==> src/hw/rtl/hcfr_pkg.sv <==
// Shared types, codes and the CRC-16 byte update for the host command frame receiver.
// No dependencies; every other file of the block imports this package.
package hcfr_pkg;

  localparam int unsigned ByteW  = 8;
  localparam int unsigned WordW  = 16;
  localparam int unsigned CfgIdxW = 2;
  localparam logic [WordW-1:0] CrcPoly = 16'h1021;

  // Configuration register indexes
  localparam logic [CfgIdxW-1:0] REG_SYNC_PLAIN = 2'd0;
  localparam logic [CfgIdxW-1:0] REG_SYNC_CRC   = 2'd1;
  localparam logic [CfgIdxW-1:0] REG_CRC_SEED   = 2'd2;
  localparam logic [CfgIdxW-1:0] REG_MAX_LENGTH = 2'd3;

  // byte_kind codes
  localparam logic [1:0] KIND_FRAMING = 2'd0;
  localparam logic [1:0] KIND_OPCODE  = 2'd1;
  localparam logic [1:0] KIND_PARAM   = 2'd2;

  // frame_status codes
  localparam logic [1:0] ST_GOOD    = 2'd0;
  localparam logic [1:0] ST_BAD_SUM = 2'd1;
  localparam logic [1:0] ST_BAD_CRC = 2'd2;
  localparam logic [1:0] ST_BAD_LEN = 2'd3;

  typedef struct packed {
    logic [ByteW-1:0] sync_plain;
    logic [ByteW-1:0] sync_crc;
    logic [WordW-1:0] crc_seed;
    logic [WordW-1:0] max_length;
  } cfg_t;

  typedef struct packed {
    logic [ByteW-1:0] data_byte;
    logic [1:0]       byte_kind;
    logic             frame_done;
    logic [1:0]       frame_status;
    logic             frame_used_crc;
    logic [WordW-1:0] param_count;
    logic             tx_crc_mode;
  } res_t;

  // CRC-16 CCITT, MSB first, one byte per call
  function automatic logic [WordW-1:0] crc_byte(input logic [WordW-1:0] crc_in,
                                                input logic [ByteW-1:0] b);
    logic [WordW-1:0] c;
    c = crc_in ^ {b, 8'h00};
    for (int i = 0; i < 8; i++) begin
      if (c[WordW-1]) begin
        c = {c[WordW-2:0], 1'b0} ^ CrcPoly;
      end else begin
        c = {c[WordW-2:0], 1'b0};
      end
    end
    return c;
  endfunction

endpackage

==> src/hw/rtl/hcfr_if.sv <==
// Valid/ready channel interfaces for received bytes and per-byte results.
// Depends on hcfr_pkg for field widths.
interface hcfr_rx_if import hcfr_pkg::*; ();
  logic             valid;
  logic             ready;
  logic [ByteW-1:0] rx_byte;

  modport source(output valid, output rx_byte, input ready);
  modport sink(input valid, input rx_byte, output ready);
endinterface

interface hcfr_res_if import hcfr_pkg::*; ();
  logic             valid;
  logic             ready;
  logic [ByteW-1:0] data_byte;
  logic [1:0]       byte_kind;
  logic             frame_done;
  logic [1:0]       frame_status;
  logic             frame_used_crc;
  logic [WordW-1:0] param_count;
  logic             tx_crc_mode;

  modport source(output valid, output data_byte, output byte_kind, output frame_done,
                 output frame_status, output frame_used_crc, output param_count,
                 output tx_crc_mode, input ready);
  modport sink(input valid, input data_byte, input byte_kind, input frame_done,
               input frame_status, input frame_used_crc, input param_count,
               input tx_crc_mode, output ready);
endinterface

==> src/hw/rtl/hcfr_cfg_regs.sv <==
// Configuration register bank: sync bytes, CRC seed and length limit.
// Depends on hcfr_pkg.
module hcfr_cfg_regs import hcfr_pkg::*; (
  input  logic               clk,
  input  logic               rst,
  input  logic               we,
  input  logic [CfgIdxW-1:0] index,
  input  logic [WordW-1:0]   data,
  output cfg_t               cfg
);

  always_ff @(posedge clk) begin
    if (rst) begin
      cfg.sync_plain <= 8'hAA;
      cfg.sync_crc   <= 8'hAB;
      cfg.crc_seed   <= 16'hFFFF;
      cfg.max_length <= 16'd256;
    end else if (we) begin
      unique case (index)
        REG_SYNC_PLAIN: cfg.sync_plain <= data[ByteW-1:0];
        REG_SYNC_CRC:   cfg.sync_crc   <= data[ByteW-1:0];
        REG_CRC_SEED:   cfg.crc_seed   <= data;
        REG_MAX_LENGTH: cfg.max_length <= data;
      endcase
    end
  end

endmodule

==> src/hw/rtl/hcfr_frame_fsm.sv <==
// Input byte register and frame parser: sync hunt, length, payload and check phases.
// Depends on hcfr_pkg (codes, cfg_t, res_t, crc_byte).
module hcfr_frame_fsm import hcfr_pkg::*; (
  input  logic             clk,
  input  logic             rst,
  input  cfg_t             cfg,
  input  logic             in_valid,
  output logic             in_ready,
  input  logic [ByteW-1:0] in_byte,
  output logic             res_valid,
  input  logic             res_ready,
  output res_t             res
);

  typedef enum logic [2:0] {
    PH_HUNT   = 3'd0,
    PH_LEN_HI = 3'd1,
    PH_LEN_LO = 3'd2,
    PH_DATA   = 3'd3,
    PH_SUM    = 3'd4,
    PH_CRC_HI = 3'd5,
    PH_CRC_LO = 3'd6
  } phase_t;

  phase_t           phase, phase_next;
  logic             crc_frame, crc_frame_next;
  logic [WordW-1:0] frame_length, frame_length_next;
  logic [WordW-1:0] bytes_seen, bytes_seen_next;
  logic [ByteW-1:0] running_sum, running_sum_next;
  logic [WordW-1:0] running_crc, running_crc_next;
  logic             sticky, sticky_next;

  logic             byte_valid;
  logic [ByteW-1:0] b;
  logic             step;

  logic [ByteW-1:0] sum_abs;
  logic [WordW-1:0] crc_abs;
  logic [WordW-1:0] len_full;
  logic [WordW-1:0] seen_inc;
  logic [WordW-1:0] pcount;

  // Advance one byte whenever the result register can take it
  assign step      = byte_valid && res_ready;
  assign in_ready  = !byte_valid || step;
  assign res_valid = byte_valid;

  assign sum_abs  = running_sum + b;
  assign crc_abs  = crc_byte(running_crc, b);
  assign len_full = {frame_length[WordW-1:ByteW], b};
  assign seen_inc = bytes_seen + 16'd1;
  assign pcount   = frame_length - 16'd1;

  always_comb begin
    phase_next        = phase;
    crc_frame_next    = crc_frame;
    frame_length_next = frame_length;
    bytes_seen_next   = bytes_seen;
    running_sum_next  = running_sum;
    running_crc_next  = running_crc;
    sticky_next       = sticky;
    res.data_byte     = '0;
    res.byte_kind     = KIND_FRAMING;
    res.frame_done    = 1'b0;
    res.frame_status  = ST_GOOD;
    res.param_count   = '0;

    unique case (phase)
      PH_LEN_HI: begin
        frame_length_next = {b, 8'h00};
        running_sum_next  = sum_abs;
        running_crc_next  = crc_abs;
        phase_next        = PH_LEN_LO;
      end
      PH_LEN_LO: begin
        frame_length_next = len_full;
        running_sum_next  = sum_abs;
        running_crc_next  = crc_abs;
        bytes_seen_next   = '0;
        if (len_full == '0 || len_full > cfg.max_length) begin
          res.frame_done   = 1'b1;
          res.frame_status = ST_BAD_LEN;
          phase_next       = PH_HUNT;
        end else begin
          phase_next = PH_DATA;
        end
      end
      PH_DATA: begin
        running_sum_next = sum_abs;
        running_crc_next = crc_abs;
        res.data_byte    = b;
        res.byte_kind    = (bytes_seen == '0) ? KIND_OPCODE : KIND_PARAM;
        bytes_seen_next  = seen_inc;
        if (seen_inc >= frame_length) begin
          phase_next = crc_frame ? PH_CRC_HI : PH_SUM;
        end
      end
      PH_SUM: begin
        running_sum_next = sum_abs;
        running_crc_next = crc_abs;
        res.frame_done   = 1'b1;
        res.frame_status = (sum_abs == '0) ? ST_GOOD : ST_BAD_SUM;
        res.param_count  = pcount;
        phase_next       = PH_HUNT;
      end
      PH_CRC_HI: begin
        running_sum_next = sum_abs;
        running_crc_next = crc_abs;
        phase_next       = PH_CRC_LO;
      end
      PH_CRC_LO: begin
        running_sum_next = sum_abs;
        running_crc_next = crc_abs;
        res.frame_done   = 1'b1;
        res.param_count  = pcount;
        if (crc_abs == '0) begin
          res.frame_status = ST_GOOD;
          sticky_next      = 1'b1;
        end else begin
          res.frame_status = ST_BAD_CRC;
        end
        phase_next = PH_HUNT;
      end
      default: begin
        // Hunting, and any unused phase code
        phase_next = PH_HUNT;
        if (b == cfg.sync_crc || b == cfg.sync_plain) begin
          crc_frame_next    = (b == cfg.sync_crc);
          frame_length_next = '0;
          bytes_seen_next   = '0;
          running_sum_next  = '0;
          running_crc_next  = cfg.crc_seed;
          phase_next        = PH_LEN_HI;
        end else begin
          crc_frame_next = 1'b0;
        end
      end
    endcase

    res.frame_used_crc = crc_frame_next;
    res.tx_crc_mode    = sticky_next;
  end

  always_ff @(posedge clk) begin
    if (rst) begin
      byte_valid   <= 1'b0;
      phase        <= PH_HUNT;
      crc_frame    <= 1'b0;
      frame_length <= '0;
      bytes_seen   <= '0;
      running_sum  <= '0;
      running_crc  <= '0;
      sticky       <= 1'b0;
    end else begin
      if (in_ready) begin
        byte_valid <= in_valid;
      end
      if (step) begin
        phase        <= phase_next;
        crc_frame    <= crc_frame_next;
        frame_length <= frame_length_next;
        bytes_seen   <= bytes_seen_next;
        running_sum  <= running_sum_next;
        running_crc  <= running_crc_next;
        sticky       <= sticky_next;
      end
    end
  end

  always_ff @(posedge clk) begin
    if (in_ready && in_valid) begin
      b <= in_byte;
    end
  end

endmodule

==> src/hw/rtl/hcfr_out_stage.sv <==
// Result register between the frame parser and the result channel.
// Depends on hcfr_pkg (res_t).
module hcfr_out_stage import hcfr_pkg::*; (
  input  logic clk,
  input  logic rst,
  input  logic in_valid,
  output logic in_ready,
  input  res_t in_res,
  output logic out_valid,
  input  logic out_ready,
  output res_t out_res
);

  assign in_ready = !out_valid || out_ready;

  always_ff @(posedge clk) begin
    if (rst) begin
      out_valid <= 1'b0;
    end else if (in_ready) begin
      out_valid <= in_valid;
    end
  end

  // Hold the payload while the consumer stalls
  always_ff @(posedge clk) begin
    if (in_ready && in_valid) begin
      out_res <= in_res;
    end
  end

endmodule

==> src/hw/rtl/host_command_frame_receiver_unit.sv <==
// Host command frame receiver: parses sync, length, payload and sum/CRC-16 check.
// Depends on hcfr_pkg, hcfr_if, hcfr_cfg_regs, hcfr_frame_fsm, hcfr_out_stage.
//
// Usage:
//   rx  : one received serial byte per transaction (valid/ready).
//   res : exactly one result per received byte, in order: the payload byte
//         tagged opcode or parameter, or a framing/check byte; the byte that
//         ends a frame carries frame_done, frame_status and param_count.
//   cfg_we/cfg_index/cfg_data : register writes (0 sync_plain, 1 sync_crc,
//         2 crc_seed, 3 max_length); write only while no byte is in flight.
// Path: an accepted byte is held in the input byte register, then in the result register.
// Throughput: one byte per clock while res.ready is high; the sum and one byte-wide CRC-16 update
//   sit in the single logic stage between the input byte register and the
//   result register.
// Reset: registers return to 0xAA/0xAB/0xFFFF/256, the parser hunts for
//   sync and the transmit-CRC flag clears.
// Stall: while res.ready is low the result holds, at most one more byte is
//   taken into the input register, then rx.ready drops until the result moves.
module host_command_frame_receiver_unit import hcfr_pkg::*; (
  input  logic               clk,
  input  logic               rst,
  hcfr_rx_if.sink            rx,
  hcfr_res_if.source         res,
  input  logic               cfg_we,
  input  logic [CfgIdxW-1:0] cfg_index,
  input  logic [WordW-1:0]   cfg_data
);

  cfg_t cfg;
  res_t fsm_res;
  res_t out_res;
  logic fsm_valid;
  logic fsm_ready;

  hcfr_cfg_regs u_cfg (
    .clk   (clk),
    .rst   (rst),
    .we    (cfg_we),
    .index (cfg_index),
    .data  (cfg_data),
    .cfg   (cfg)
  );

  hcfr_frame_fsm u_fsm (
    .clk       (clk),
    .rst       (rst),
    .cfg       (cfg),
    .in_valid  (rx.valid),
    .in_ready  (rx.ready),
    .in_byte   (rx.rx_byte),
    .res_valid (fsm_valid),
    .res_ready (fsm_ready),
    .res       (fsm_res)
  );

  hcfr_out_stage u_out (
    .clk       (clk),
    .rst       (rst),
    .in_valid  (fsm_valid),
    .in_ready  (fsm_ready),
    .in_res    (fsm_res),
    .out_valid (res.valid),
    .out_ready (res.ready),
    .out_res   (out_res)
  );

  assign res.data_byte      = out_res.data_byte;
  assign res.byte_kind      = out_res.byte_kind;
  assign res.frame_done     = out_res.frame_done;
  assign res.frame_status   = out_res.frame_status;
  assign res.frame_used_crc = out_res.frame_used_crc;
  assign res.param_count    = out_res.param_count;
  assign res.tx_crc_mode    = out_res.tx_crc_mode;

`ifndef NO_ASSERTIONS
  a_idle_fields_zero: assert property (@(posedge clk) disable iff (rst)
    (res.valid && !res.frame_done) |-> (res.frame_status == ST_GOOD && res.param_count == '0))
    else $error("status or parameter count set on a byte that does not end a frame");

  a_payload_not_end: assert property (@(posedge clk) disable iff (rst)
    (res.valid && (res.byte_kind == KIND_OPCODE || res.byte_kind == KIND_PARAM))
      |-> !res.frame_done)
    else $error("payload byte marked as frame end");

  a_good_crc_sets_flag: assert property (@(posedge clk) disable iff (rst)
    (res.valid && res.frame_done && res.frame_used_crc && res.frame_status == ST_GOOD)
      |-> res.tx_crc_mode)
    else $error("good CRC frame without transmit-CRC flag");

  a_sum_frame_status: assert property (@(posedge clk) disable iff (rst)
    (res.valid && res.frame_done && !res.frame_used_crc) |-> (res.frame_status != ST_BAD_CRC))
    else $error("CRC error reported on a sum-checked frame");
`endif

endmodule

==> src/flat_wrapper.sv <==
// flat-port wrapper written by rule: the top's interface ports become plain ports
module host_command_frame_receiver_unit_flat import hcfr_pkg::*;
  (clk, rst, cfg_we, cfg_index, cfg_data, rx_valid, rx_rx_byte, rx_ready, res_valid, res_data_byte, res_byte_kind, res_frame_done, res_frame_status, res_frame_used_crc, res_param_count, res_tx_crc_mode, res_ready);
  hcfr_rx_if rx_i ();
  hcfr_res_if res_i ();
  input  logic clk;
  input  logic rst;
  input  logic cfg_we;
  input  logic [CfgIdxW-1:0] cfg_index;
  input  logic [WordW-1:0] cfg_data;
  input wire logic [$bits(rx_i.valid)-1:0] rx_valid;
  input wire logic [$bits(rx_i.rx_byte)-1:0] rx_rx_byte;
  output wire logic [$bits(rx_i.ready)-1:0] rx_ready;
  output wire logic [$bits(res_i.valid)-1:0] res_valid;
  output wire logic [$bits(res_i.data_byte)-1:0] res_data_byte;
  output wire logic [$bits(res_i.byte_kind)-1:0] res_byte_kind;
  output wire logic [$bits(res_i.frame_done)-1:0] res_frame_done;
  output wire logic [$bits(res_i.frame_status)-1:0] res_frame_status;
  output wire logic [$bits(res_i.frame_used_crc)-1:0] res_frame_used_crc;
  output wire logic [$bits(res_i.param_count)-1:0] res_param_count;
  output wire logic [$bits(res_i.tx_crc_mode)-1:0] res_tx_crc_mode;
  input wire logic [$bits(res_i.ready)-1:0] res_ready;
  assign rx_i.valid = rx_valid;
  assign rx_i.rx_byte = rx_rx_byte;
  assign rx_ready = rx_i.ready;
  assign res_valid = res_i.valid;
  assign res_data_byte = res_i.data_byte;
  assign res_byte_kind = res_i.byte_kind;
  assign res_frame_done = res_i.frame_done;
  assign res_frame_status = res_i.frame_status;
  assign res_frame_used_crc = res_i.frame_used_crc;
  assign res_param_count = res_i.param_count;
  assign res_tx_crc_mode = res_i.tx_crc_mode;
  assign res_i.ready = res_ready;
  host_command_frame_receiver_unit u_core (.clk(clk), .rst(rst), .rx(rx_i), .res(res_i), .cfg_we(cfg_we), .cfg_index(cfg_index), .cfg_data(cfg_data));
endmodule
==> config.mk <==
export PLATFORM = sky130hd
export DESIGN_NAME = host_command_frame_receiver_unit_flat
export DESIGN_NICKNAME = d
export VERILOG_FILES = /design/src/hw/rtl/hcfr_pkg.sv /design/src/hw/rtl/hcfr_if.sv /design/src/hw/rtl/hcfr_cfg_regs.sv /design/src/hw/rtl/hcfr_frame_fsm.sv /design/src/hw/rtl/hcfr_out_stage.sv /design/src/hw/rtl/host_command_frame_receiver_unit.sv /design/src/flat_wrapper.sv
export SDC_FILE = /design/constraint.sdc
export NUM_CORES = 1
export LEC_CHECK = 0
export ABC_AREA = 1
export BUFFER_PORTS_ARGS = -buffer_cell sky130_fd_sc_hd__buf_2
export CAP_MARGIN = 40
export CELL_PAD_IN_SITES_DETAIL_PLACEMENT = 0
export CELL_PAD_IN_SITES_GLOBAL_PLACEMENT = 1
export CORE_MARGIN = 4
export CORE_UTILIZATION = 45
export DETAILED_ROUTE_END_ITERATION = 8
export PLACE_DENSITY = 0.78
export SLEW_MARGIN = 15
export SYNTH_ARGS = -nofsm -noshare
export SYNTH_HDL_FRONTEND = slang
export SYNTH_SLANG_ARGS = --single-unit
==> constraint.sdc <==
create_clock -name clk -period 2.7 [get_ports clk]
set_input_delay 0.675 -clock clk [delete_from_list [all_inputs] [get_ports clk]]
set_output_delay 0.675 -clock clk [all_outputs]
set_load 0.05 [all_outputs]
* Word level (Yosys, flattened, before mapping) *
Cells that the tools add are included.

cells by class
  add/sub/neg operators = 3
  multipliers = 0
  divide/modulo/power cells = 0
  order comparisons = 2
  equal/unequal tests = 12
  shifts and indexed selects = 0
  multiplexer cells = 29
  bitwise gates (word level) = 12
  reduce and logical (&&, ||, !) cells = 30

operators by type and width
  kind                                                count
  2-to-1 mux 13 bit                                   8
  case mux 16 bit (3 select lines)                    2
  logical NOT 16 bit                                  3
  2-to-1 mux 16 bit                                   3
  inverter 3 bit                                      8
  adder 16 x 1 -> 16 bit, second input constant       1
  == test 8 bit                                       2
  >= comparator 16 bit                                1
  > comparator 16 bit                                 1
  2-to-1 mux 8 bit                                    2
  subtractor 16 x 1 -> 16 bit, second input constant  1
  XOR 16 bit                                          1
  case mux 3 bit (5 select lines)                     1
  AND reduction 2 bit                                 6
  == test 3 bit, second input constant                3
  case mux 3 bit (3 select lines)                     1
  adder 8 bit                                         1
  logical NOT 8 bit                                   1
  OR reduction 4 bit                                  2
  2-to-1 mux 1 bit                                    7
  == test 3 x 2 -> 1 bit, second input constant       2
  2-to-1 mux 2 bit                                    3
  2-to-1 mux 3 bit                                    2
  AND reduction 3 bit                                 2
  other kinds (14)                                    24

word-level totals
  bits in registers = 150
  bits in latches = 0
  memory bits (writable) = 0
  ROM bits = 0
  word-level logic and storage cells = 110
  memories kept = 0

* Logic depth before layout (Yosys ltp) *
Gate-level depths: netlist (run 1).

  depth in word-level cells = 20
  gate-level depth with buffers = 19

* Cells and area by module *
A second synthesis (run 1) with hierarchy kept.

second synthesis, totals
  cells, all modules = 1151
  area total of the unflattened synthesis = 8501.9 um^2

by module, submodules not included
  module          instances  cells each  area an instance (um^2)  sequential area each (um^2)
  hcfr_frame_fsm  1          851         5604.1                   1481.4
  hcfr_cfg_regs   1          263         1919.3                   960.9
  hcfr_out_stage  1          37          978.4                    950.9

* Least setup slack after synthesis (run 1) *
No wires, ideal clock.

  path type = register -> register
  start point = register u_core.u_fsm.bytes_seen[0]
  end point = register u_core.u_fsm.phase[2]
  arrival = 2354 ps
  data required time = 2584 ps
  slack = 230 ps
  cell stages (with the launch flop) = 18
  buffers on the path = 0
  path through = dfxtp_1 > ha_1 > nand3_2 > inv_2 > nand3_2 > nor2_2 > nand3_2 > inv_2 > nand3_1 > and2_1 > ha_1 > nand2_1 > nor3_1 > nand3_1 > nand4_1 > nand2_1 > o21ai_0 > nor2_1

between the ends
  word-level cells in the longest chain between the ends = 4

ends and longest elaborated chain
  what                                    line                   text
  from (decl)                             hcfr_frame_fsm.sv:28   logic [WordW-1:0] bytes_seen, bytes_seen_next;
  from (signal assigned)                  hcfr_frame_fsm.sv:162  bytes_seen <= bytes_seen_next;
  adder 16 x 1 -> 16 bit                  hcfr_frame_fsm.sv:51   assign seen_inc = bytes_seen + 16'd1;
  >= comparator 16 bit                    hcfr_frame_fsm.sv:94   if (seen_inc >= frame_length) begin
  inequality test 2 bit (no source line)  -
  AND reduction 2 bit (no source line)    -
  to (signal assigned)                    hcfr_frame_fsm.sv:159  phase <= phase_next;
  to (decl)                               hcfr_frame_fsm.sv:25   phase_t phase, phase_next;

No other way between the ends.
A chain may end at the register's enable or synchronous reset.

* Worst setup path after layout (run 1) *
  start point = register u_core.u_fsm.bytes_seen[2]
  end point = register u_core.u_fsm.phase[1]

Same word-level chain as after synthesis.

==> impl_results.md, run 1 <==
- PortBufs: 63
- Post-synth ARST share: 0
- Initial antenna violation count: 0
- Fin Setup TNS: 0 ns
- Vias: 7067
- Worst-margin pin slew: 0.689 ns
- Largest area contributor in the netlist: dfxtp_1
- Crit path launch: u_core.u_fsm.bytes_seen[2]$_SDFFE_PP0P_
- RSZ-0062 raised after global routing: yes
- Post-synth net total: 1164
- CP arrival: 2.96 ns
- Worst VDD drop: 0.445 mV
- Clock root buffer: clkbuf_16
- Largest net degree at the start of global routing: 64
- Crit path capture type: flip-flop
- WS Path Type: flip-flop to flip-flop
- Hold Crit Class: input pin to flip-flop
- Number of fill cells: 1780
- Syn_area_per_cell: 7.55 sq um
- Final setup fails: 0
- Core Box Area: 18000 sq um
- Period utilization: 0.961
- Commonest cells in the synthesized netlist: 260 x nand2_1, 128 x nor2_1, 111 x dfxtp_1
- Chip height: 143 um
- Clock-pin slew on the worst setup and hold paths: 0.07 ns
- Min Tclk post-route: 2.60 ns
- Hold Fails Final Rpt: 0
- Initial Util: 0.458
- Layout cell share with drive strength beyond 1: 0.170
- # nets final: 1239
- Status: finished, final reports clean
- Highest clock rate: 385 MHz
- Synth top area share: 0.270
- RR Startpoint: u_core.u_fsm.bytes_seen[2]$_SDFFE_PP0P_
- Final core occ: 0.530
- Post-synth EDFFs: 39
- Drt first pass iters: 5
- I/O Pins: 64
- ANT cells: 0
- Fin Hold WS: 0.416 ns
- Vias per inst: 5.02
- Hpwl dp: 15900 um
- First-iteration detailed-routing DRC count: 337
- Antenna-violating nets left: 0
- Max-cap viol count: 0
- Yosys reg bits: 150
- Die area: 20500 sq um
- Setup crit start kind: flip-flop
- Static Leak: 4.36 nW
- CTS tree: yes
- First-pass GRT wire length: 34500 um
- Netlist Area Pre-Place: 8230 sq um
- Worst path bufs/invs: 2
- Worst hold path startpoint: rx_rx_byte[4]
- CTS H-tree depth: 4
- Worst setup margin: 0.105 ns
- Crit path largest cell delay: 0.37 ns
- Most frequent cell after synthesis: nand2_1
- Final GP Congestion: 0.882
- Sequential fraction of the synthesis area: 0.412
- Worst skew pair latency: 0.43 ns
- Top Family by Delay on Critical Path: simple AND/OR/NAND/NOR gates
- Total CTS buffers: 17
- Drt wl/cell: 15.1 um
- Area growth syn-to-layout: 15.7%
- Syn Inst Count: 1090
- Critical path peak fanout: 4
- CTS Hold Bufs: 0
- Clock Path Buffers: 2
- PwrDens: 571 nW/um^2
- Synth Warn #: 0
- Max Slew Vio Count: 0
- Overflow after GRT: 0
- Required time worst endpoint: 3.06 ns
- Vias in the first global route: 6712
- Slew margin rel.: 0.541
- Clock Skews: 0.00959 ns
- Row cnt: 49
- Aggregate global-route resource usage: 0.215
- Synth top area cells: dfxtp_1 27%, edfxtp_1 14%, nand2_1 12%
- Clock sink count: 150
- Most frequent CP cell: nor3_4
- CP cell instances: nand3_4, nor3_4, nand3_4, nor3_4, nor2_1, nor2_1, clkinv_2, ha_4, nand4_1, nor3_4, nand3_2, nand4_1, nand2_2, inv_2, nand2_1, a21oi_1
- Critical path's slowest cell: dfxtp_4
- Top_reg_cell synth: dfxtp_1
- Unique masters post-synth: 46
- Die width: 143 um
- Fin cells: 1407
- Drt drc: 0
- Final wirelength: 21200 um
- Placed cells: 1372
- Dpl ws: -0.0394 ns
[repair_timing]
item,CTS,global route
setup endpoints to repair,3,3
pin swaps,0,8
buffers inserted,0,3
gates resized for setup,1,22
hold endpoints to repair,0,0
[per-layer routing]
metal | global-route usage | part of all wire
met5 | 0 | 0
met4 | 0.0496 | 0.012
met3 | 0.0432 | 0.037
met2 | 0.359 | 0.47
met1 | 0.287 | 0.48
[power breakdown]
part,internal (W),switching (W),total (W)
Combinational,0.000209,0.000455,0.000664
Sequential,0.00239,0.0000619,0.00245
Clock,0.00125,0.00108,0.00232
Total,0.00385,0.00160,0.00544
[through the flow]
| step | total power (W) | cell area (sq um) |
|---|---|---|
| global route | 0.00568 | 9520 |
| finish | 0.00544 | 9520 |
| global placement | 0.00317 | 8830 |
| CTS | 0.00550 | 9410 |
| detailed placement | 0.00317 | 8830 |
| floorplan | 0.00297 | 8230 |
[area by class of cell]
cell class	instances	area, sq um	area share
Inverter	117	440	0.0462
Tap cell	229	287	0.0301
Multi-Input combinational cell	786	4270	0.448
Clock buffer	18	439	0.0461
Timing Repair Buffer	93	553	0.0581
Clock inverter	14	133	0.0139
Sequential cell	150	3400	0.358
[flip-flops by register name, summed over array words and instances (netlist names)]
name	flops
u_core.u_out.out_res	31
u_core.u_fsm.res_valid	1
u_core.u_fsm.bytes_seen	16
u_core.u_out.out_valid	1
u_core.u_fsm.b	8
u_core.u_fsm.phase	3
u_core.u_fsm.running_sum	8
u_core.u_fsm.sticky	1
u_core.u_fsm.crc_frame	1
u_core.u_fsm.running_crc	16
u_core.u_cfg.cfg	48
u_core.u_fsm.frame_length	16
[final timing paths]
check                                                           to  slack [ns]  cells after the start
worst max-delay path            u_core.u_fsm.phase[1]$_SDFFE_PP0P_        0.10                     16
worst min-delay path                   u_core.u_fsm.b[4]$_DFFE_PP_        0.42                      1
worst max register to register  u_core.u_fsm.phase[1]$_SDFFE_PP0P_        0.10                     16
worst min register to register    u_core.u_cfg.cfg[5]$_SDFFE_PP0P_        0.46                      2
[cells in the final DEF (no fill, tap or decap), drive strengths merged, types with 29 or more instances in the layout]
cell    synthesis  final
o21ai          68     68
edfxtp         39     39
xor2           29     29
ha             42     42
dfxtp         111    111
inv           115    125
nor2          139    139
nand3          73     73
a21oi          98     98
buf            19     93
nand2         268    268
[kinds of logic (layout without fill, tap and decap cells)]
logic type,after synthesis,after routing,synth area share
and+or+nand+nor,527,527,0.283
adders and majority gates,43,43,0.0663
AOI/OAI and AO/OA,172,172,0.109
DFF,150,150,0.412
xor gates and xnor gates,44,44,0.0496
buffers and inverters,154,242,0.0799
No activity file was read; power rests on OpenSTA's default activity.
==> inputs of run 2 (changes only) <==
--- a/config.mk
+++ b/config.mk
@@ -5,16 +5,17 @@
 export SDC_FILE = /design/constraint.sdc
 export NUM_CORES = 1
 export LEC_CHECK = 0
-export ABC_AREA = 1
 export BUFFER_PORTS_ARGS = -buffer_cell sky130_fd_sc_hd__buf_2
 export CAP_MARGIN = 40
 export CELL_PAD_IN_SITES_DETAIL_PLACEMENT = 0
 export CELL_PAD_IN_SITES_GLOBAL_PLACEMENT = 1
 export CORE_MARGIN = 4
-export CORE_UTILIZATION = 45
+export CORE_UTILIZATION = 46
 export DETAILED_ROUTE_END_ITERATION = 8
-export PLACE_DENSITY = 0.78
+export HOLD_SLACK_MARGIN = 0.03
+export PLACE_DENSITY = 0.77
 export SLEW_MARGIN = 15
 export SYNTH_ARGS = -nofsm -noshare
 export SYNTH_HDL_FRONTEND = slang
 export SYNTH_SLANG_ARGS = --single-unit
+export TNS_END_PERCENT = 1
==> impl_results.md, run 2 <==
- Commonest cells in the synthesized netlist: 151 x nand2_1, 111 x dfxtp_1, 78 x nor2_1
- Static Leak: 3.95 nW (-9.3%)
- Initial Util: 0.469 (+0.0108)
- Syn Inst Count: 926 (-15%)
- Unique masters post-synth: 66 (+43%)
- Die area: 19800 sq um (-3.4%)
- Vias per inst: 5.42 (+7.9%)
- Period utilization: 0.994 (+0.0331)
- Worst path bufs/invs: 1 (-1)
- CTS tree: yes
- Vias in the first global route: 6697 (-0.22%)
- Antenna-violating nets left: 0 (unchanged)
- Netlist Area Pre-Place: 8110 sq um (-1.4%)
- Top_reg_cell synth: dfxtp_1
- Drt first pass iters: 5 (unchanged)
- Crit path capture type: flip-flop
- Status: finished, final reports clean
- Min Tclk post-route: 2.68 ns (+0.0894 ns)
- WS Path Type: flip-flop to flip-flop
- Required time worst endpoint: 3.01 ns (-0.05 ns)
- Max reg flops: 48 (unchanged)
- Total CTS buffers: 17 (unchanged)
- CP cell instances: buf_4, and3_4, nand3_4, or2_2, xnor2_1, ha_1, nand4_1, o311a_1, o211ai_1, a41oi_2, nand2b_4, a311o_1
- Hold Crit Class: input pin to flip-flop
- Worst VDD drop: 0.436 mV (-2.0%)
- Post-synth ARST share: 0 (unchanged)
- Sequential fraction of the synthesis area: 0.418 (+0.00604)
- Clock Skews: 0.00729 ns (-0.00230 ns)
- Largest net degree at the start of global routing: 68 (+6.3%)
- Fin Hold WS: 0.424 ns (+0.00830 ns)
- Synth top area cells: dfxtp_1 27%, edfxtp_1 14%, nand2_1 7.0%
- Aggregate global-route resource usage: 0.222 (+0.00743)
- RSZ-0062 raised after global routing: yes
- First-pass GRT wire length: 35100 um (+1.7%)
- Final setup fails: 0 (unchanged)
- CP arrival: 3.00 ns (+0.04 ns)
- Largest regs: u_core.u_cfg.cfg: 48 flops, u_core.u_out.out_res: 31 flops
- Largest area contributor in the netlist: dfxtp_1
- PwrDens: 543 nW/um^2 (-4.9%)
- Vias: 6942 (-1.8%)
- Synth Warn #: 0 (unchanged)
- Max Slew Vio Count: 0 (unchanged)
- Post-synth EDFFs: 39 (unchanged)
- Syn_area_per_cell: 8.76 sq um (+16%)
- Fin cells: 1281 (-9.0%)
- Most frequent cell after synthesis: nand2_1
- Clock root buffer: clkbuf_16
- First-iteration detailed-routing DRC count: 462 (+37%)
- Clock Path Buffers: 2 (unchanged)
- Clock sink count: 150 (unchanged)
- R2R Setup Slk: 0.02 ns (-0.09 ns)
- Dpl ws: -0.142 ns (-0.102 ns)
- Setup crit start kind: flip-flop
- Row cnt: 48 (-2.0%)
- Chip height: 141 um (-1.7%)
- CTS H-tree depth: 4 (unchanged)
- Critical path peak fanout: 4 (unchanged)
- Core Box Area: 17300 sq um (-3.7%)
- Most common cell after layout, fill and taps aside: nand2_1
- Most flops, register: u_core.u_cfg.cfg
- Initial antenna violation count: 0 (unchanged)
- CTS Hold Bufs: 0 (unchanged)
- Placed cells: 1233 (-10%)
- Yosys reg bits: 150 (unchanged)
- I/O Pins: 64 (unchanged)
- # nets final: 1117 (-9.8%)
- Highest clock rate: 372 MHz (-3.3%)
- Drt wl/cell: 16.8 um (+11%)
- Worst skew pair latency: 0.43 ns (about the same)
- Area growth syn-to-layout: 21.7%
- PortBufs: 63 (unchanged)
- Critical path's slowest cell: o311a_1
- Synth top area share: 0.274 (+0.00396)
- Hpwl dp: 15500 um (-2.1%)
- Fin Setup TNS: 0 ns (unchanged)
- Post-synth net total: 1000 (-14%)
- ANT cells: 0 (unchanged)
- Max-cap viol count: 0 (unchanged)
- Final wirelength: 21500 um (+1.3%)
- Die width: 141 um (-1.7%)
- Overflow after GRT: 0 (unchanged)
- Most frequent cells in the layout: 151 x nand2_1, 106 x dfxtp_1, 77 x nor2_1, 76 x buf_4, 63 x buf_2
- Final GP Congestion: 0.838 (-5.0%)
- Drt drc: 0 (unchanged)
- Slew margin rel.: 0.526 (-0.0142)
- Clock-pin slew on the worst setup and hold paths: 0.06 ns (about the same)
- Layout cell share with drive strength beyond 1: 0.205 (+0.0348)
- Worst-margin pin slew: 0.708 ns (+0.0194 ns)
- Top Family by Delay on Critical Path: simple AND/OR/NAND/NOR gates
- Worst setup margin: 0.0154 ns (-0.0894 ns)
- Hold Fails Final Rpt: 0 (unchanged)
- Crit path largest cell delay: 0.34 ns (-0.03 ns)
[run 2: changes by cell type in the layout (fill, tap and decap cells not counted), sizes merged, moves of 24 or more]
cell   change
nand2    -117
inv       -82
nor2      -61
buf       +55
a21oi     -43
o21ai     -40
xnor2     +24
[run 2: layer usage]
metal	global-route usage	wire, um	up-vias
li1	-	-	3507
met1	0.297	10100	3278
met2	0.372	10300	136
met3	0.0336	828	21
met4	0.0678	331	0
met5	0	0	-
[run 2: worst paths after layout]
check | start | to | depth (start not counted)
worst min-delay path | rx_rx_byte[6] | u_core.u_fsm.b[6]$_DFFE_PP_ | 1
worst min register to register | u_core.u_cfg.cfg[7]$_SDFFE_PP0P_ | u_core.u_cfg.cfg[7]$_SDFFE_PP0P_ | 2
worst max-delay path | u_core.u_fsm.bytes_seen[2]$_SDFFE_PP0P_ | u_core.u_fsm.phase[2]$_SDFFE_PP0P_ | 12
worst max register to register | u_core.u_fsm.bytes_seen[2]$_SDFFE_PP0P_ | u_core.u_fsm.phase[2]$_SDFFE_PP0P_ | 12
[run 2: final cells by class]
type | instances | area [sq um]
inverters | 41 | 154
clock inverters | 7 | 75.1
well taps | 225 | 282
clock buffers | 25 | 561
fillers | 1580 | 7420
multi-input cells | 685 | 4400
repair buffers | 148 | 1000
flip-flops and latches | 150 | 3400
[run 2: where the power goes]
| group | switching (W) | leakage [nW] | total (W) | internal (W) |
|---|---|---|---|---|
| Clock | 0.000958 | 0.311 | 0.00250 | 0.00155 |
| Combinational | 0.000301 | 2.36 | 0.000458 | 0.000156 |
| Sequential | 0.0000423 | 1.28 | 0.00240 | 0.00236 |
[run 2: logic make-up (layout without fill, tap and decap cells)]
kind of cell / after synthesis / in the layout / synth area share
AO/OA/AOI/OAI: 175 / 175 / 0.147
XOR/XNOR: 69 / 69 / 0.0851
adder cells (fa/ha/maj): 43 / 43 / 0.0672
buffers and inverters: 91 / 221 / 0.0492
flip-flops: 150 / 150 / 0.418
multiplexers: 8 / 8 / 0.00987
AND/OR/NAND/NOR: 390 / 390 / 0.223
[run 2: through the flow]
step	power (W)	area [sq um]	util
floorplan	0.00276	8180	-
global placement	0.00291	9060	0.524
detailed placement	0.00291	9070	0.524
CTS	0.00540	9830	0.568
global route	0.00554	9880	0.571
finish	0.00536	9880	0.571
[run 2: repair_timing]
action,4_1_cts,5_1_grt
endpoints found under the hold margin,0,0
resized for setup,3,10
pin swaps,16,15
setup endpoints to repair,3,4
gates cloned,0,0
setup buffers,15,2
